<file path="src/sv/bvcp_pkg.sv">
// ----------------------------------------------------------------------------
// bvcp_pkg
// widths, discharge curve and interpolation constants for the charge block
// ----------------------------------------------------------------------------
package bvcp_pkg;

  // field widths
  localparam int PIN_W  = 12;
  localparam int OHM_W  = 20;
  localparam int BATT_W = 16;
  localparam int PCT_W  = 7;
  localparam int PROD_W = PIN_W + OHM_W;
  localparam int REM_W  = OHM_W;
  localparam int DIV_STEPS = BATT_W;

  // configuration port
  localparam int CFG_IDX_W = 1;
  localparam logic [CFG_IDX_W-1:0] REG_DIV_TOTAL = 1'd0;
  localparam logic [CFG_IDX_W-1:0] REG_DIV_LOWER = 1'd1;
  localparam logic [OHM_W-1:0] DIV_TOTAL_RST = 20'd200000;
  localparam logic [OHM_W-1:0] DIV_LOWER_RST = 20'd100000;

  // discharge curve
  localparam int CURVE_LEN    = 21;
  localparam int TABLE_POINTS = 21;
  localparam int POINTS_CLIP  = (TABLE_POINTS > CURVE_LEN) ? CURVE_LEN : TABLE_POINTS;
  localparam int POINTS_USED  = (POINTS_CLIP < 2) ? 2 : POINTS_CLIP;
  localparam int IDX_W        = $clog2(CURVE_LEN);

  typedef logic [BATT_W-1:0] mv_t;
  typedef logic [PCT_W-1:0]  pct_t;

  localparam mv_t CURVE_MV [CURVE_LEN] = '{
    16'd4200, 16'd4150, 16'd4100, 16'd4050, 16'd4000, 16'd3950, 16'd3900,
    16'd3850, 16'd3800, 16'd3750, 16'd3700, 16'd3650, 16'd3600, 16'd3550,
    16'd3500, 16'd3450, 16'd3400, 16'd3350, 16'd3300, 16'd3200, 16'd3000
  };

  localparam pct_t CURVE_PCT [CURVE_LEN] = '{
    7'd100, 7'd95, 7'd90, 7'd85, 7'd80, 7'd75, 7'd70,
    7'd65,  7'd60, 7'd55, 7'd50, 7'd45, 7'd40, 7'd35,
    7'd30,  7'd25, 7'd20, 7'd15, 7'd10, 7'd5,  7'd0
  };

  // interpolation datapath: offset within a segment (span at most 200),
  // percent step per segment (at most 5), and the fixed-point reciprocal
  // ceil(2^RECIP_SHIFT / span) of each segment span
  localparam int OFF_W       = 8;
  localparam int DP_W        = 3;
  localparam int NUM_W       = OFF_W + DP_W;
  localparam int RECIP_W     = 15;
  localparam int RECIP_SHIFT = 20;
  localparam int QP_W        = NUM_W + RECIP_W;

  typedef logic [RECIP_W-1:0] recip_t;

  localparam recip_t SEG_RECIP [CURVE_LEN-1] = '{
    15'd20972, 15'd20972, 15'd20972, 15'd20972, 15'd20972, 15'd20972,
    15'd20972, 15'd20972, 15'd20972, 15'd20972, 15'd20972, 15'd20972,
    15'd20972, 15'd20972, 15'd20972, 15'd20972, 15'd20972, 15'd20972,
    15'd10486, 15'd5243
  };

  // handoff from the divider pipe to the interpolator
  typedef struct packed {
    logic              valid;
    logic [BATT_W-1:0] batt;
  } stage_t;

endpackage

</file>
<file path="src/sv/bvcp_in_if.sv">
// ----------------------------------------------------------------------------
// bvcp_in_if
// input channel: one pin voltage sample per transfer
// ----------------------------------------------------------------------------
interface bvcp_in_if
  import bvcp_pkg::*;
();
  logic             valid;
  logic             ready;
  logic [PIN_W-1:0] pin_millivolts;

  modport source (output valid, output pin_millivolts, input ready);
  modport sink   (input valid, input pin_millivolts, output ready);
endinterface

</file>
<file path="src/sv/bvcp_out_if.sv">
// ----------------------------------------------------------------------------
// bvcp_out_if
// result channel: battery voltage and charge percent per transfer
// ----------------------------------------------------------------------------
interface bvcp_out_if
  import bvcp_pkg::*;
();
  logic              valid;
  logic              ready;
  logic [BATT_W-1:0] battery_millivolts;
  logic [PCT_W-1:0]  charge_percent;

  modport source (output valid, output battery_millivolts, output charge_percent,
                  input ready);
  modport sink   (input valid, input battery_millivolts, input charge_percent,
                  output ready);
endinterface

</file>
<file path="src/sv/bvcp_div_pipe.sv">
// ----------------------------------------------------------------------------
// bvcp_div_pipe
// divider scaling: pin * full / output ohms, saturated, one quotient bit/stage
// ----------------------------------------------------------------------------
module bvcp_div_pipe
  import bvcp_pkg::*;
(
  input  logic             clk,
  input  logic             rst_n,
  input  logic             en,
  input  logic             in_valid,
  input  logic [PIN_W-1:0] pin,
  input  logic [OHM_W-1:0] div_total,
  input  logic [OHM_W-1:0] div_lower,
  output stage_t           result
);

  // multiply stage
  logic [PROD_W-1:0] prod_r;
  logic              prod_v_r;

  always_ff @(posedge clk) begin
    if (!rst_n) begin
      prod_v_r <= 1'b0;
    end else if (en) begin
      prod_v_r <= in_valid;
    end
  end

  always_ff @(posedge clk) begin
    if (en) begin
      prod_r <= PROD_W'(pin) * PROD_W'(div_total);
    end
  end

  // long division stages; index 0 is the saturation check stage
  logic [REM_W-1:0]  rem_r  [DIV_STEPS+1];
  logic [BATT_W-1:0] low_r  [DIV_STEPS+1];
  logic [BATT_W-1:0] q_r    [DIV_STEPS+1];
  logic              sat_r  [DIV_STEPS+1];
  logic              vld_r  [DIV_STEPS+1];

  logic [REM_W-1:0]  rem_nxt [DIV_STEPS];
  logic [BATT_W-1:0] low_nxt [DIV_STEPS];
  logic [BATT_W-1:0] q_nxt   [DIV_STEPS];

  logic [REM_W-1:0] prod_hi;
  assign prod_hi = REM_W'(prod_r[PROD_W-1 -: (PROD_W-BATT_W)]);

  // quotient at or above 2^BATT_W (or zero divisor) saturates
  always_ff @(posedge clk) begin
    if (en) begin
      rem_r[0] <= prod_hi;
      low_r[0] <= prod_r[BATT_W-1:0];
      q_r[0]   <= '0;
      sat_r[0] <= (prod_hi >= div_lower);
    end
  end

  // one restoring step per stage
  always_comb begin
    logic [REM_W:0] trial;
    logic           ge;
    for (int k = 0; k < DIV_STEPS; k++) begin
      trial      = {rem_r[k], low_r[k][BATT_W-1]};
      ge         = (trial >= {1'b0, div_lower});
      rem_nxt[k] = ge ? REM_W'(trial - {1'b0, div_lower}) : REM_W'(trial);
      low_nxt[k] = {low_r[k][BATT_W-2:0], 1'b0};
      q_nxt[k]   = {q_r[k][BATT_W-2:0], ge};
    end
  end

  always_ff @(posedge clk) begin
    if (en) begin
      for (int k = 0; k < DIV_STEPS; k++) begin
        rem_r[k+1] <= rem_nxt[k];
        low_r[k+1] <= low_nxt[k];
        q_r[k+1]   <= q_nxt[k];
        sat_r[k+1] <= sat_r[k];
      end
    end
  end

  // valid bits travel with the data
  always_ff @(posedge clk) begin
    if (!rst_n) begin
      for (int k = 0; k <= DIV_STEPS; k++) begin
        vld_r[k] <= 1'b0;
      end
    end else if (en) begin
      vld_r[0] <= prod_v_r;
      for (int k = 0; k < DIV_STEPS; k++) begin
        vld_r[k+1] <= vld_r[k];
      end
    end
  end

  assign result.valid = vld_r[DIV_STEPS];
  assign result.batt  = sat_r[DIV_STEPS] ? '1 : q_r[DIV_STEPS];

endmodule

</file>
<file path="src/sv/bvcp_interp.sv">
// ----------------------------------------------------------------------------
// bvcp_interp
// discharge curve lookup with integer linear interpolation, five stages
// ----------------------------------------------------------------------------
module bvcp_interp
  import bvcp_pkg::*;
(
  input  logic              clk,
  input  logic              rst_n,
  input  logic              en,
  input  stage_t            in_stage,
  output logic              valid,
  output logic [BATT_W-1:0] batt,
  output logic [PCT_W-1:0]  pct
);

  localparam int LAST = POINTS_USED - 1;

  logic [4:0] vld_r;

  always_ff @(posedge clk) begin
    if (!rst_n) begin
      vld_r <= '0;
    end else if (en) begin
      vld_r <= {vld_r[3:0], in_stage.valid};
    end
  end

  // stage 1: segment search and clamp flags
  logic [BATT_W-1:0] v1_r;
  logic [IDX_W-1:0]  seg_r;
  logic              above_r;
  logic              below_r;
  logic [IDX_W-1:0]  seg_nxt;

  always_comb begin
    seg_nxt = '0;
    for (int i = 0; i < LAST; i++) begin
      if (in_stage.batt <= CURVE_MV[i]) begin
        seg_nxt = IDX_W'(i);
      end
    end
  end

  always_ff @(posedge clk) begin
    if (en) begin
      v1_r    <= in_stage.batt;
      seg_r   <= seg_nxt;
      above_r <= (in_stage.batt >= CURVE_MV[0]);
      below_r <= (in_stage.batt <= CURVE_MV[LAST]);
    end
  end

  // stage 2: offset into segment, step and reciprocal
  logic [BATT_W-1:0]  v2_r;
  logic [OFF_W-1:0]   off_r;
  logic [DP_W-1:0]    dp_r;
  recip_t             rc_r;
  logic [PCT_W-1:0]   pl2_r;
  logic [IDX_W-1:0]   idx_lo;
  logic [BATT_W-1:0]  diff;
  logic [PCT_W-1:0]   dp_full;

  assign idx_lo  = seg_r + 1'b1;
  assign diff    = v1_r - CURVE_MV[idx_lo];
  assign dp_full = CURVE_PCT[seg_r] - CURVE_PCT[idx_lo];

  always_ff @(posedge clk) begin
    if (en) begin
      v2_r <= v1_r;
      rc_r <= SEG_RECIP[seg_r];
      dp_r <= dp_full[DP_W-1:0];
      if (above_r) begin
        off_r <= '0;
        pl2_r <= CURVE_PCT[0];
      end else if (below_r) begin
        off_r <= '0;
        pl2_r <= CURVE_PCT[LAST];
      end else begin
        off_r <= diff[OFF_W-1:0];
        pl2_r <= CURVE_PCT[idx_lo];
      end
    end
  end

  // stage 3: offset times percent step
  logic [BATT_W-1:0] v3_r;
  logic [NUM_W-1:0]  num_r;
  recip_t            rc3_r;
  logic [PCT_W-1:0]  pl3_r;

  always_ff @(posedge clk) begin
    if (en) begin
      v3_r  <= v2_r;
      num_r <= NUM_W'(off_r) * NUM_W'(dp_r);
      rc3_r <= rc_r;
      pl3_r <= pl2_r;
    end
  end

  // stage 4: divide by span through its reciprocal
  logic [BATT_W-1:0] v4_r;
  logic [QP_W-1:0]   qp_r;
  logic [PCT_W-1:0]  pl4_r;

  always_ff @(posedge clk) begin
    if (en) begin
      v4_r  <= v3_r;
      qp_r  <= QP_W'(num_r) * QP_W'(rc3_r);
      pl4_r <= pl3_r;
    end
  end

  // stage 5: add to the lower point percent
  logic [BATT_W-1:0] v5_r;
  logic [PCT_W-1:0]  pct_r;

  always_ff @(posedge clk) begin
    if (en) begin
      v5_r  <= v4_r;
      pct_r <= pl4_r + PCT_W'(qp_r[QP_W-1:RECIP_SHIFT]);
    end
  end

  assign valid = vld_r[4];
  assign batt  = v5_r;
  assign pct   = pct_r;

endmodule

</file>
<file path="src/sv/battery_voltage_to_charge_percent_core.sv">
// ----------------------------------------------------------------------------
// battery_voltage_to_charge_percent_core
// pin voltage to battery voltage and state of charge
// ----------------------------------------------------------------------------
// usage:
//   in_chan carries one pin voltage (mV) per transfer; out_chan returns the
//   divider-corrected battery voltage (saturated at 65535 mV) and the charge
//   percent from the discharge curve, one result per sample, in order.
//   cfg_we/cfg_index/cfg_wdata write the divider full and output resistances;
//   write them only while no sample is in flight.
// throughput: one sample per cycle, sustained while out_chan is not stalled.
// pipeline: the multiply stage, the saturation check stage and 16 one-bit
//   restoring division stages, then 5 interpolation stages and the output
//   register, lie between the input transfer and out_chan.valid.
// reset: synchronous, active low; clears all valid bits and loads the
//   resistances with 200000 and 100000 ohms.
// stall: a held result sits in the output register while one more result
//   lands in a skid register; the pipeline then freezes and in_chan.ready
//   drops until the receiver takes a result. nothing is lost or repeated.
// ----------------------------------------------------------------------------
module battery_voltage_to_charge_percent_core
  import bvcp_pkg::*;
(
  input  logic                 clk,
  input  logic                 rst_n,
  input  logic                 cfg_we,
  input  logic [CFG_IDX_W-1:0] cfg_index,
  input  logic [OHM_W-1:0]     cfg_wdata,
  bvcp_in_if.sink              in_chan,
  bvcp_out_if.source           out_chan
);

  // configuration registers
  logic [OHM_W-1:0] div_total_r;
  logic [OHM_W-1:0] div_lower_r;

  always_ff @(posedge clk) begin
    if (!rst_n) begin
      div_total_r <= DIV_TOTAL_RST;
      div_lower_r <= DIV_LOWER_RST;
    end else if (cfg_we) begin
      case (cfg_index)
        REG_DIV_TOTAL: div_total_r <= cfg_wdata;
        REG_DIV_LOWER: div_lower_r <= cfg_wdata;
        default: ;
      endcase
    end
  end

  // pipeline advances while the skid register is free
  logic skid_v_r;
  logic adv;

  assign adv           = !skid_v_r;
  assign in_chan.ready = adv;

  stage_t div_res;

  bvcp_div_pipe u_div (
    .clk       (clk),
    .rst_n     (rst_n),
    .en        (adv),
    .in_valid  (in_chan.valid),
    .pin       (in_chan.pin_millivolts),
    .div_total (div_total_r),
    .div_lower (div_lower_r),
    .result    (div_res)
  );

  logic              ip_valid;
  logic [BATT_W-1:0] ip_batt;
  logic [PCT_W-1:0]  ip_pct;

  bvcp_interp u_interp (
    .clk      (clk),
    .rst_n    (rst_n),
    .en       (adv),
    .in_stage (div_res),
    .valid    (ip_valid),
    .batt     (ip_batt),
    .pct      (ip_pct)
  );

  // output register plus skid register
  logic              out_v_r, out_v_nxt;
  logic [BATT_W-1:0] out_batt_r, out_batt_nxt;
  logic [PCT_W-1:0]  out_pct_r, out_pct_nxt;
  logic              skid_v_nxt;
  logic [BATT_W-1:0] skid_batt_r, skid_batt_nxt;
  logic [PCT_W-1:0]  skid_pct_r, skid_pct_nxt;
  logic              push;
  logic              take;

  assign push = adv && ip_valid;
  assign take = out_v_r && out_chan.ready;

  always_comb begin
    out_v_nxt     = out_v_r;
    out_batt_nxt  = out_batt_r;
    out_pct_nxt   = out_pct_r;
    skid_v_nxt    = skid_v_r;
    skid_batt_nxt = skid_batt_r;
    skid_pct_nxt  = skid_pct_r;
    if (!out_v_r || take) begin
      if (skid_v_r) begin
        out_v_nxt    = 1'b1;
        out_batt_nxt = skid_batt_r;
        out_pct_nxt  = skid_pct_r;
        skid_v_nxt   = 1'b0;
      end else begin
        out_v_nxt    = push;
        out_batt_nxt = ip_batt;
        out_pct_nxt  = ip_pct;
      end
    end else if (push) begin
      skid_v_nxt    = 1'b1;
      skid_batt_nxt = ip_batt;
      skid_pct_nxt  = ip_pct;
    end
  end

  always_ff @(posedge clk) begin
    if (!rst_n) begin
      out_v_r  <= 1'b0;
      skid_v_r <= 1'b0;
    end else begin
      out_v_r  <= out_v_nxt;
      skid_v_r <= skid_v_nxt;
    end
  end

  always_ff @(posedge clk) begin
    out_batt_r  <= out_batt_nxt;
    out_pct_r   <= out_pct_nxt;
    skid_batt_r <= skid_batt_nxt;
    skid_pct_r  <= skid_pct_nxt;
  end

  assign out_chan.valid              = out_v_r;
  assign out_chan.battery_millivolts = out_batt_r;
  assign out_chan.charge_percent     = out_pct_r;

endmodule

</file>
<file path="src/flat_wrapper.sv">
// flat-port wrapper written by rule: the top's interface ports become plain ports
module battery_voltage_to_charge_percent_core_flat import bvcp_pkg::*;
  (clk, rst_n, cfg_we, cfg_index, cfg_wdata, in_chan_valid, in_chan_pin_millivolts, in_chan_ready, out_chan_valid, out_chan_battery_millivolts, out_chan_charge_percent, out_chan_ready);
  bvcp_in_if in_chan_i ();
  bvcp_out_if out_chan_i ();
  input  logic clk;
  input  logic rst_n;
  input  logic cfg_we;
  input  logic [CFG_IDX_W-1:0] cfg_index;
  input  logic [OHM_W-1:0] cfg_wdata;
  input wire logic [$bits(in_chan_i.valid)-1:0] in_chan_valid;
  input wire logic [$bits(in_chan_i.pin_millivolts)-1:0] in_chan_pin_millivolts;
  output wire logic [$bits(in_chan_i.ready)-1:0] in_chan_ready;
  output wire logic [$bits(out_chan_i.valid)-1:0] out_chan_valid;
  output wire logic [$bits(out_chan_i.battery_millivolts)-1:0] out_chan_battery_millivolts;
  output wire logic [$bits(out_chan_i.charge_percent)-1:0] out_chan_charge_percent;
  input wire logic [$bits(out_chan_i.ready)-1:0] out_chan_ready;
  assign in_chan_i.valid = in_chan_valid;
  assign in_chan_i.pin_millivolts = in_chan_pin_millivolts;
  assign in_chan_ready = in_chan_i.ready;
  assign out_chan_valid = out_chan_i.valid;
  assign out_chan_battery_millivolts = out_chan_i.battery_millivolts;
  assign out_chan_charge_percent = out_chan_i.charge_percent;
  assign out_chan_i.ready = out_chan_ready;
  battery_voltage_to_charge_percent_core u_core (.clk(clk), .rst_n(rst_n), .cfg_we(cfg_we), .cfg_index(cfg_index), .cfg_wdata(cfg_wdata), .in_chan(in_chan_i), .out_chan(out_chan_i));
endmodule
</file>
<file path="config.mk">
export PLATFORM = sky130hd
export DESIGN_NAME = battery_voltage_to_charge_percent_core_flat
export DESIGN_NICKNAME = d
export VERILOG_FILES = /design/src/sv/bvcp_pkg.sv /design/src/sv/bvcp_in_if.sv /design/src/sv/bvcp_out_if.sv /design/src/sv/bvcp_div_pipe.sv /design/src/sv/bvcp_interp.sv /design/src/sv/battery_voltage_to_charge_percent_core.sv /design/src/flat_wrapper.sv
export SDC_FILE = /design/constraint.sdc
export NUM_CORES = 2
export LEC_CHECK = 0
export BUFFER_PORTS_ARGS = -buffer_cell sky130_fd_sc_hd__clkbuf_2
export CAP_MARGIN = 10
export CORE_AREA = 4 4 288 431
export DETAILED_ROUTE_END_ITERATION = 8
export DIE_AREA = 0 0 292 435
export PLACE_DENSITY = 0.62
export SLEW_MARGIN = 30
export SYNTH_ARGS = -nofsm -noshare
export SYNTH_HDL_FRONTEND = slang
export SYNTH_SLANG_ARGS = --single-unit
</file>
<file path="constraint.sdc">
create_clock -name clk -period 23.5 [get_ports clk]
set_clock_uncertainty 0.1 [all_clocks]
set_input_delay 2.35 -clock clk [delete_from_list [all_inputs] [get_ports clk]]
set_output_delay 2.35 -clock clk [all_outputs]
set_load 0.05 [all_outputs]
</file>
Word level (Yosys, flattened, before mapping)
Memory sizes are Yosys's and may differ from the RTL's. A register that Yosys moved wholly into a read port is not among the register bits.
Cells that the tools add are included.
{"block": "word_totals", "rom_bits": 1440, "reg_bits": 304, "n_memories": 9, "mem_bits_rw": 918, "output_inout_bits": 25}
{"block": "op_classes", "n_addsub": 20, "n_reduce_logical": 15, "n_mul": 3, "n_lt_le_gt_ge": 40, "n_mux": 66, "bitwise": 22}
{"name": "(name not given)", "words": 32, "word_bits": 16, "read_ports": 1, "rd_ports_with_merged_regs": 0, "wr": 0, "line_no": "bvcp_interp.sv:65", "source": "assign diff = v1_r - CURVE_MV[idx_lo];"}
{"name": "(name not given)", "words": 32, "word_bits": 15, "read_ports": 1, "rd_ports_with_merged_regs": 1, "wr": 0, "line_no": "bvcp_interp.sv:71", "source": "rc_r <= SEG_RECIP[seg_r];"}
{"name": "u_core.u_div.rem_r", "words": 17, "word_bits": 20, "read_ports": 16, "rd_ports_with_merged_regs": 0, "wr": 17, "line_no": "bvcp_div_pipe.sv:37", "source": "logic [REM_W-1:0] rem_r [DIV_STEPS+1];"}
{"name": "u_core.u_div.low_r", "words": 17, "word_bits": 16, "read_ports": 16, "rd_ports_with_merged_regs": 0, "wr": 17, "line_no": "bvcp_div_pipe.sv:38", "source": "logic [BATT_W-1:0] low_r [DIV_STEPS+1];"}
{"name": "u_core.u_div.q_r", "words": 17, "word_bits": 16, "read_ports": 17, "rd_ports_with_merged_regs": 0, "wr": 17, "line_no": "bvcp_div_pipe.sv:39", "source": "logic [BATT_W-1:0] q_r [DIV_STEPS+1];"}
{"name": "(name not given)", "words": 32, "word_bits": 7, "read_ports": 1, "rd_ports_with_merged_regs": 0, "wr": 0, "line_no": "bvcp_interp.sv:81", "source": "pl2_r <= CURVE_PCT[idx_lo];"}
{"name": "+3 memories"}
{"cell": "21-bit by 20-bit greater-or-equal comparator with 1-bit output", "count": 16}
{"cell": "20-bit 2-to-1 mux", "count": 16}
{"cell": "20-bit subtractor", "count": 16}
{"cell": "16-bit by 12-bit <= comparator with 1-bit output, second input constant", "count": 18}
{"cell": "5-bit 2-to-1 mux", "count": 14}
{"cell": "16-bit by 13-bit <= comparator with 1-bit output, second input constant", "count": 2}
{"cell": "12-bit by 20-bit multiplier with 32-bit output", "count": 1}
{"cell": "16-bit 2-to-1 mux", "count": 2}
{"cell": "7-bit 2-to-1 mux", "count": 4}
{"cell": "11-bit by 15-bit multiplier with 26-bit output", "count": 1}
{"cell": "1-bit 2-to-1 mux", "count": 24}
{"cell": "16-bit by 20-bit greater-or-equal comparator with 1-bit output", "count": 1}
{"cell": "1-bit OR", "count": 17}
{"cell": "16-bit by 13-bit greater-or-equal comparator with 1-bit output, second input constant", "count": 1}
{"cell": "8-bit 2-to-1 mux", "count": 2}
{"cell": "6-bit greater-or-equal comparator, second input constant", "count": 2}
{"cell": "5-bit inverter with 6-bit output", "count": 2}
{"cell": "8-bit by 3-bit multiplier with 11-bit output", "count": 1}
{"cell": "8-bit subtractor", "count": 1}
{"cell": "7-bit by 6-bit adder with 7-bit output", "count": 1}
{"cell": "3-bit 2-to-1 mux", "count": 2}
{"cell": "2-bit AND reduction", "count": 3}
{"cell": "2-bit OR reduction", "count": 3}
{"cell": "5-bit by 1-bit adder with 5-bit output, second input constant", "count": 1}
{"cell": "7 further kinds", "count": 15}

Logic depth before layout (Yosys ltp)
An unclocked memory read counts as a cell.
{"block": "logic_depth", "ltp_word": 21, "mapped_depth": 22, "ltp_nobuf": 21}

Cells and area by module
Synthesis repeated with hierarchy kept, for this count alone.
{"block": "hier_totals", "hier_cells": 5472, "area_unflattened_um2": 60893.4}
{"mod": "bvcp_div_pipe", "seq_area_each_um2": 19658.9, "n_inst": 1, "cells_per_inst": 4173, "area_each_um2": 45772.6}
{"mod": "bvcp_interp", "seq_area_each_um2": 4754.6, "n_inst": 1, "cells_per_inst": 1051, "area_each_um2": 11772.5}
{"mod": "battery_voltage_to_charge_percent_core", "seq_area_each_um2": 2222.1, "n_inst": 1, "cells_per_inst": 248, "area_each_um2": 3348.2}

Worst setup path before layout
OpenSTA, ideal clock, no wires.
{"block": "synth_path", "path_type": "reg2out", "start": "reg u_core.skid_v_r", "end": "out in_chan_ready", "required_ns": 21.050, "path_stages_with_launch": 4, "path_slack_ns": 4.872, "path_buffers": 2, "arrival_ns": 16.178, "cell_sequence": "dfxtp_1 -> clkbuf_1 -> clkbuf_1 -> inv_1"}
{"block": "synth_between", "elab_chain_cells": 1}
{"item": "start: declaration", "line_no": "battery_voltage_to_charge_percent_core.sv:51", "source": "logic skid_v_r;"}
{"item": "start signal: assignment", "line_no": "battery_voltage_to_charge_percent_core.sv:128", "source": "skid_v_r <= skid_v_nxt;"}
{"item": "1-bit logical NOT", "line_no": "battery_voltage_to_charge_percent_core.sv:54", "source": "assign adv = !skid_v_r;"}
{"item": "end: declaration", "line_no": "flat_wrapper.sv:13", "source": "output wire logic [$bits(in_chan_i.ready)-1:0] in_chan_ready;"}
Every way passes these cells.

Final worst setup path
{"block": "layout_path", "start": "in in_chan_pin_millivolts[8]", "end": "reg u_core.u_div.prod_r[30] (data pin)"}
{"block": "layout_between", "elab_chain_cells": 1}
{"item": "start: declaration", "line_no": "flat_wrapper.sv:12", "source": "input wire logic [$bits(in_chan_i.pin_millivolts)-1:0] in_chan_pin_millivolts;"}
{"item": "12-bit by 20-bit multiplier with 32-bit output", "line_no": "bvcp_div_pipe.sv:32", "source": "prod_r <= PROD_W'(pin) * PROD_W'(div_total);"}
{"item": "end signal: assignment", "line_no": "bvcp_div_pipe.sv:32"}
{"item": "end: declaration", "line_no": "bvcp_div_pipe.sv:19", "source": "logic [PROD_W-1:0] prod_r;"}
Every way passes these cells.
A chain may end at the register's enable or synchronous reset.

==> impl_metrics.json <==
{
  "cap_violations": 0,
  "fp.dieH_um": 435,
  "critical_path_arrival_ps": 8120,
  "clock_path_buffers": 3,
  "timing.hold.ws_ps": 312,
  "holdCritStartpoint": "u_core.u_div.q_r[0][242]",
  "peakVddDrop_v": 0.0000699,
  "route.detailed.drc": 0,
  "detailedPlace.worstSlack_ps": 15040,
  "place.port_buffers": 62,
  "gp_congestion": 0.939,
  "residual_overflow_from_global_routing": 0,
  "final_core_util_pct": 53.9,
  "layout_setup_ws_ps": 15710,
  "tritoncts": "built",
  "place.detailed.instances": 6852,
  "run_status": "completed",
  "beginning_of_the_worst_register_to_register_path": "u_core.u_interp.rc3_r[13]",
  "maximum_number_of_pins_on_one_net_before_global_route_repair": 172,
  "power_per_cell_area_nw_per_um2": 147,
  "dpl.hpwl_um": 109000,
  "synthTopCellsByCount": "edfxtp_1, inv_1, nand2_1",
  "timing.max_slew.rel_slack_pct": 33.4,
  "critical_path.endpoint_type": "flip-flop",
  "vias_in_the_first_global_route": 41900,
  "placement_rows": 156,
  "wl_um": 148000,
  "syn-num-nets": 6143,
  "regArea_um2": 26600,
  "layout-area-overhead-vs-synth_pct": 8.70,
  "timing.critical_path.slowest_stage_cell": "fa_1",
  "iteration_0_drc_markers": 2221,
  "netlist-cell-type-count": 94,
  "dr_total_vias": 39500,
  "min_to": "u_core.u_div.q_r[0][259]",
  "clock_insertion_delay_worst_skew_ps": 690,
  "ios": 63,
  "critical_path.max_fanout": 20,
  "period_share_pct": 33.1,
  "post_synthesis_instance_area_um2": 59700,
  "postSynthAreaPerCell_um2": 11.3,
  "area_fraction_of_the_dominant_cell_type_after_synthesis_pct": 43.0,
  "setup_viol_count_final": 0,
  "num-nets-final": 6217,
  "clock_sinks": 903,
  "synth_top_area_cell": "edfxtp_1",
  "clock-root-buffer": "clkbuf_16",
  "setup.reg_to_reg.worst_slack_ps": 16470,
  "worstMarginPinSlew_ps": 999,
  "h-tree-depth": 3,
  "final_layout_size_suffix_gt1_share_pct": 9.63,
  "power.static_leakage_nw": 27.8,
  "final-hold-violation-count": 0,
  "synth.most_common_cell": "edfxtp_1",
  "detailedRoute.firstPassIterationCount": 6,
  "finalSetupTns_ps": 0,
  "worst_ep_required_time_ps": 23840,
  "detail_route.wl_per_cell_um": 21.1,
  "worstPathCellList": "clkbuf_2 -> nand2_1 -> fa_1 -> inv_1 -> fa_1 -> fa_1 -> fa_1 -> inv_1 -> fa_1 -> inv_1 -> ha_1 -> and3_1 -> a221o_1 -> a21o_1 -> a221o_1 -> a21oi_1 -> nand3_1 -> a31o_2 -> a21oi_2 -> xnor2_1",
  "finalNonFillerCells": 7024,
  "floorplan.initialDensity_pct": 49.6,
  "synth_top_cells_by_area": "edfxtp_1, ha_1, fa_1",
  "syn_inst": 5291,
  "ys_ff_latch": 903,
  "post_cts_buffers": 0,
  "die_area_um2": 127000,
  "slew_viol_final": 0,
  "rr_endpoint": "u_core.u_interp.qp_r[25]",
  "first_pass_grt_wire_length_um": 232000,
  "synth_sequential_area_ratio_pct": 44.6,
  "post-route-cell-area_um2": 64900,
  "period_needed_ps": 7790,
  "timing.hold.worst.class": "reg -> reg",
  "ctsHoldBuffers": 0,
  "multi_input_comb_area_um2": 30300,
  "hold_depth": 0,
  "track_usage_pct": 23.3,
  "postPlaceCellArea_um2": 61900,
  "numCtsBuffers": 91,
  "setup.worst_path.class": "in -> reg",
  "synth_flop_cell": "edfxtp_1",
  "final_ant_viol_nets": 0,
  "fp.dieW_um": 292,
  "critical-path-top-cell-by-count": "fa_1",
  "max_freq_mhz": 128,
  "synth_enable_flop_cells": 855,
  "grt_setup_unrepaired": "no",
  "n_fill_cell": 10400,
  "cts.clk_slew.worst_paths_ps": 60,
  "report.power.total_mw": 9.55,
  "start_kind": "input port",
  "antenna_found_initial": 1,
  "vias_per_cell": 5.62,
  "synthArstFlopShare_pct": 0,
  "cts_repair_resize_count": 0,
  "synth_warnings": 0,
  "r2r_cells": 17,
  "cpPeakStageDelay_ps": 550,
  "core_area_um2": 120000
}
==> per-layer routing <==
layer	global-route usage [%]	part of all wire (%)	up-vias
met5	0	0	-
li1	-	-	18800
met2	44.6	54	908
met4	13.3	6.5	0
met1	24.4	36	19300
met3	2.62	3.4	436
==> critical path: cells and delay by family <==
| family | cells | cell delay, ps |
|---|---|---|
| AOI/OAI and AO/OA | 6 | 1700 |
| xor gates and xnor gates | 1 | 80 |
| adders and majority gates | 6 | 2970 |
| buffers and inverters | 4 | 530 |
| and+or+nand+nor | 3 | 490 |
==> state kept, by name (all words and copies together) (netlist names), 8 cells and up <==
signal,cells
u_core.div_lower_r,20
u_core.div_total_r,20
u_core.out_chan.battery_millivolts,16
u_core.skid_batt_r,16
u_core.u_div.low_r,136
u_core.u_div.prod_r,32
u_core.u_div.q_r,136
u_core.u_div.rem_r,316
u_core.u_div.sat_r,17
u_core.u_div.vld_r,17
u_core.u_interp.batt,16
u_core.u_interp.num_r,11
u_core.u_interp.off_r,8
u_core.u_interp.v1_r,16
u_core.u_interp.v2_r,16
u_core.u_interp.v3_r,16
u_core.u_interp.v4_r,16
==> layout by cell type, fill, tap and decap left out, types with 24 or more instances in the layout <==
master     Yosys  layout
nor3_1        66      66
and2_1       142     141
clkbuf_2       0      62
o21bai_1      33      33
nand3_1       78      78
nand2b_1      58      56
xor2_1        75      75
clkinv_1       0      24
a21oi_1      272     272
or2_2         25      25
o31ai_1       29      26
o21ai_0      217     217
nor2b_1       61      60
buf_4         10      35
clkbuf_16      0      92
mux2_2       189     189
mux2i_1       33      33
and3_1        27      27
a21o_1       113     113
nand4_1       43      43
edfxtp_1     855     855
dfxtp_1       48      46
o21a_1        60      60
nor2_1       242     241
inv_1        604     592
a211oi_1      25      25
nand2_1      531     530
a31oi_1       34      34
fa_1         309     309
or3_1         28      28
ha_1         505     505
a21boi_0      46      46
xnor2_1      196     196
==> cell families (layout without fill, tap and decap cells) <==
| family | count (synthesis) | after routing | share of synthesized area (%) |
|---|---|---|---|
| mux | 222 | 222 | 4.12 |
| simple gates | 1364 | 1364 | 10.9 |
| xor+xnor | 271 | 271 | 3.97 |
| compound gates | 990 | 990 | 10.7 |
| buf+inv | 727 | 878 | 4.72 |
| other cells | 0 | 2 | 0 |
| flops | 903 | 903 | 44.6 |
| fa+ha+maj | 814 | 814 | 20.9 |
==> power breakdown <==
| part | leakage (nW) | total (mW) | internal [mW] | switching (mW) |
|---|---|---|---|---|
| logic | 16.8 | 5.04 | 2.21 | 2.84 |
| registers | 9.55 | 3.04 | 2.64 | 0.391 |
| clock network | 1.45 | 1.47 | 0.810 | 0.658 |
| total | 27.8 | 9.55 | 5.66 | 3.88 |
==> how the worst max path moves through the flow <==
stage	start	slack, ps	endpoint	cells after the start
6_report	in_chan_pin_millivolts[8]	15710	u_core.u_div.prod_r[30]	20
4_1_cts	in_chan_pin_millivolts[11]	15760	u_core.u_div.prod_r[30]	19
3_5_place_dp	in_chan_pin_millivolts[11]	15040	u_core.u_div.prod_r[30]	19
3_3_place_gp	in_chan_pin_millivolts[8]	15080	u_core.u_div.prod_r[30]	20
2_1_floorplan	u_core.skid_v_r	4870	in_chan_ready	3
5_1_grt	in_chan_pin_millivolts[8]	15360	u_core.u_div.prod_r[31]	20
==> final cells by class <==
class | count | share of cell area [%]
antenna | 2 | 0.00771
clock buffer | 101 | 3.61
clock inverter | 69 | 1.02
inverter | 605 | 3.51
multi-input combinational | 3661 | 46.8
sequential | 903 | 41.0
tap | 1580 | 3.05
timing repair buffer | 103 | 1.00
No activity file was read; power rests on OpenSTA's default activity.
